### src/rtl/macs_pkg.sv
package macs_pkg;

	// Operation codes carried by the input transaction.
	localparam logic [1:0] OP_TICK   = 2'd0;
	localparam logic [1:0] OP_SAMPLE = 2'd1;
	localparam logic [1:0] OP_LOAD   = 2'd2;

	// Configuration register indexes.
	localparam logic [2:0] REG_GEAR_LOWEST  = 3'd0;
	localparam logic [2:0] REG_GEAR_HIGHEST = 3'd1;
	localparam logic [2:0] REG_VRANGE       = 3'd2;
	localparam logic [2:0] REG_TOP_VRANGE   = 3'd3;
	localparam logic [2:0] REG_LOW_THRESH   = 3'd4;
	localparam logic [2:0] REG_HIGH_THRESH  = 3'd5;
	localparam logic [2:0] REG_HOLD_TICKS   = 3'd6;
	localparam logic [2:0] REG_LEAD_TICKS   = 3'd7;

	localparam int CFG_DATA_W = 12;

	typedef struct packed {
		logic [1:0]  operation;
		logic [11:0] sample_code;
		logic [3:0]  point_index;
		logic [2:0]  range_index;
		logic [2:0]  entry_gear;
		logic [11:0] entry_code;
		logic [31:0] entry_coefficient;
	} in_item_t;

	typedef struct packed {
		logic [2:0]  gear;
		logic        gear_changed;
		logic [3:0]  area;
		logic [31:0] coefficient;
	} out_item_t;

	typedef struct packed {
		logic [2:0]  gear;
		logic [11:0] code;
		logic [31:0] coef;
	} cal_entry_t;

	// Result of the shared compare unit for one table entry.
	typedef struct packed {
		logic match;
		logic in_seg;
		logic take_cur;
	} cmp_res_t;

	typedef enum logic [2:0] {
		ST_IDLE,
		ST_SCAN,
		ST_EVAL,
		ST_MID,
		ST_STEP,
		ST_COEF,
		ST_DONE
	} state_t;

	typedef enum logic [1:0] {
		CP_SELF,
		CP_UP,
		CP_DOWN,
		CP_END
	} coef_phase_t;

endpackage

### src/rtl/macs_cmp.sv
module macs_cmp import macs_pkg::*; #(
	parameter int DEAD_BAND = 3
) (
	input  cal_entry_t  entry,
	input  logic [2:0]  want_gear,
	input  logic [11:0] code,
	input  logic [11:0] prev_code,
	output cmp_res_t    res
);
	localparam logic [13:0] DB2 = 14'(2 * DEAD_BAND);

	logic [13:0] sum;
	logic [13:0] code2;

	assign sum   = 14'(prev_code) + 14'(entry.code) + DB2;
	assign code2 = {1'b0, code, 1'b0};

	always_comb begin
		res.match    = (entry.gear == want_gear);
		res.in_seg   = (prev_code >= code) && (code >= entry.code);
		// Below the midpoint plus the dead band the lower point wins.
		res.take_cur = (code2 < sum);
	end
endmodule

### config.mk
export PLATFORM = sky130hd
export DESIGN_NAME = macs_cmp
export DESIGN_NICKNAME = d
export VERILOG_FILES = /design/src/rtl/macs_pkg.sv /design/src/rtl/macs_cmp.sv
export SDC_FILE = /design/constraint.sdc
export NUM_CORES = 1
export LEC_CHECK = 0
export BUFFER_PORTS_ARGS = -buffer_cell sky130_fd_sc_hd__buf_4
export CAP_MARGIN = 20
export CORE_ASPECT_RATIO = 1.4
export CORE_MARGIN = 2
export CORE_UTILIZATION = 45
export DETAILED_ROUTE_END_ITERATION = 8
export GPL_TIMING_DRIVEN = 1
export MAX_ROUTING_LAYER = met4
export PLACE_DENSITY = 0.78
export SETUP_SLACK_MARGIN = 0.2
export SYNTH_ARGS = -nofsm -noshare
export SYNTH_HDL_FRONTEND = slang
export SYNTH_SLANG_ARGS = --single-unit
### constraint.sdc
create_clock -name vclk -period 6.4
set_clock_uncertainty 0.05 [all_clocks]
set_input_delay 0.32 -clock vclk [all_inputs]
set_output_delay 0.32 -clock vclk [all_outputs]
set_load 0.1 [all_outputs]
==> impl_metrics.json <==
{
  "crit_type": "in2out",
  "pin_count": 77,
  "path_max_fanout": 3,
  "port_buffers": 45,
  "viasPerCell": 5.43,
  "finalSetupTns_ns": 0,
  "p_leak_nw": 1.13,
  "p_comb_share_pct": 100.0,
  "synth_top_family_by_area": "adder cells",
  "regArea_sq_um": 0,
  "antenna_found_initial": 0,
  "cts_resized": 0,
  "clkbuf_count": 0,
  "netlist_area_sq_um": 1570,
  "hold_viol": 0,
  "synth_top_cell_area_share_pct": 46.9,
  "pwr-share-clk_pct": 0,
  "synth-xor-area-share_pct": 6.68,
  "gp_congestion": 0.771,
  "critPathCapture": "res[0]",
  "max_clock_freq_ghz": 0.242,
  "first_global_vias": 1479,
  "grt.overflow.total": 0,
  "drcViolationCount": 0,
  "cp.required_ns": 6.03,
  "end_kind": "output pin",
  "sw_frac_of_total_pct": 55.2,
  "grt_max_degree": 7,
  "post-route-min-period_ns": 4.13,
  "final_common_cell": "ha_1",
  "syn-num-nets": 335,
  "postRouteAntennaNets": 0,
  "synthSimpleGateAreaFrac_pct": 12.2,
  "min_path_cells": 4,
  "synth_area_per_cell_sq_um": 7.83,
  "track_usage_pct": 19.5,
  "maxSlewViolCount": 0,
  "rsz0062_at_grt": "false",
  "ir_worst_vdd_uv": 55.0,
  "mostFrequentLayoutCells": "ha_1 (59), buf_4 (45), inv_1 (36)",
  "nNetsFinal": 382,
  "synth_seq_area_share_pct": 0,
  "max_slew_margin_pct": 80.4,
  "status": "finished clean",
  "drive_above_1_share_pct": 20.3,
  "holdWs_ns": 1.07,
  "ys_warn_count": 0,
  "sequentialPowerShare_pct": 0,
  "finalSetupViolations": 0,
  "num_antenna_cells": 0,
  "finalCoreUtilization_pct": 58.1,
  "start_util_pct": 46.6,
  "fin_crit_sh_pct": 64.5,
  "synth.area.mux_share_pct": 0.636,
  "first_iter_violations": 7,
  "die_w_microns": 54.0,
  "yosysTopAreaCell": "ha_1",
  "synth_compound_area_share_pct": 23.8,
  "areaGrowthSynthToFinish_pct": 24.6,
  "core_sq_um": 3380,
  "num-fill-cells": 329,
  "cp.arrival_ns": 3.76,
  "worst_pin_slew_ns": 0.291,
  "hp-class": "in2out",
  "place_hpwl_microns": 3200,
  "firstDrtPassIters": 4,
  "numPlacedInstances": 286,
  "crit_start": "entry[33]",
  "max_cap_viol_count": 0,
  "hold_buffers": 0,
  "layout.cells.non_filler": 286,
  "via_count": 1552,
  "ys_types": 34,
  "dieArea_sq_um": 3990,
  "cts_setup_buffers": 0,
  "die_y_microns": 74.0,
  "syn_inst": 201,
  "grt_pass1_wl_microns": 5820,
  "p_int_w": 0.0000970,
  "start_kind": "primary input",
  "synthTopCellsByArea": "ha_1 (47%), inv_1 (8.6%), a21oi_1 (4.5%)",
  "synth_adder_area_share_pct": 48.2,
  "routed_wl_microns": 3420,
  "seq_cell_count": 0,
  "p_per_area_nw_per_um2": 110,
  "fp-row-count": 25,
  "netSwitchingPower_w": 0.000120,
  "wl_per_cell_microns": 12.0
}
-- power groups by stage --
stage,logic [W],registers [W],clock network (W)
after floorplan,0.000158,0,0
after global placement,0.000213,0,0
after detailed placement,0.000218,0,0
after CTS,0.000219,0,0
after global routing,0.000247,0,0
final,0.000217,0,0
-- worst min-delay path by stage --
| stage | from | to | slack [ns] |
|---|---|---|---|
| 4_1_cts | want_gear[2] | res[2] | 1.07 |
| 3_5_place_dp | want_gear[2] | res[2] | 1.07 |
| 3_3_place_gp | want_gear[2] | res[2] | 1.07 |
| 6_report | want_gear[2] | res[2] | 1.07 |
| 5_1_grt | want_gear[0] | res[2] | 1.11 |
| 2_1_floorplan | entry[45] | res[2] | 1.07 |
-- routing by layer --
layer  up-vias  track usage (%)  part of all wire [%]
li1        820                -                     -
met1       698             19.7                    39
met2        34             41.6                    57
met3         0            0.402                   4.1
met4         0                0                     0
met5         -                -                     0
-- Yosys cell counts (2+ instances only) --
master / count
a211o_1: 2
o21ai_0: 12
ha_1: 59
nor2_1: 6
and3_1: 3
inv_1: 36
nor3_1: 4
a211oi_1: 3
o211ai_1: 4
nand2_1: 8
a31oi_1: 2
and2b_1: 2
nand3_1: 4
o21bai_1: 3
nor4_1: 2
xor2_1: 7
a21oi_1: 14
nand2b_1: 5
xnor2_1: 5
a21o_1: 6
-- layout make-up --
type | count | area (sq um) | area share, %
Timing Repair Buffer | 45 | 338 | 17.2
Inverter | 36 | 135 | 6.89
Multi-Input combinational cell | 165 | 1440 | 73.3
Tap cell | 40 | 50.0 | 2.55
-- worst max-delay path, stage by stage --
cell	delay, ns
buf_4	0.10
inv_1	0.08
ha_1	0.23
inv_1	0.06
ha_1	0.18
inv_1	0.06
fa_1	0.39
and2b_2	0.23
nor2_1	0.05
o221a_4	0.26
mux2i_1	0.13
a2111oi_2	0.36
ha_1	0.31
and3_1	0.19
a221oi_1	0.25
o21ai_0	0.12
o211ai_1	0.11
buf_4	0.32
-- metrics by stage --
step / setup slack [ns] / instance area, sq um / power (W)
2_1_floorplan: 2.17 / 1570 / 0.000158
3_3_place_gp: 2.26 / 1960 / 0.000213
3_5_place_dp: 2.23 / 1960 / 0.000218
4_1_cts: 2.22 / 1960 / 0.000219
5_1_grt: 1.97 / 1960 / 0.000247
6_report: 2.27 / 1960 / 0.000217
-- kinds of logic (layout without fill, tap and decap cells) --
logic type,after synthesis,after routing
fa+ha+maj,60,60
mux,1,1
buf+inv,36,81
compound gates,55,55
xor+xnor,12,12
simple gates,37,37
Note: power is estimated with default switching activity, not from simulation.
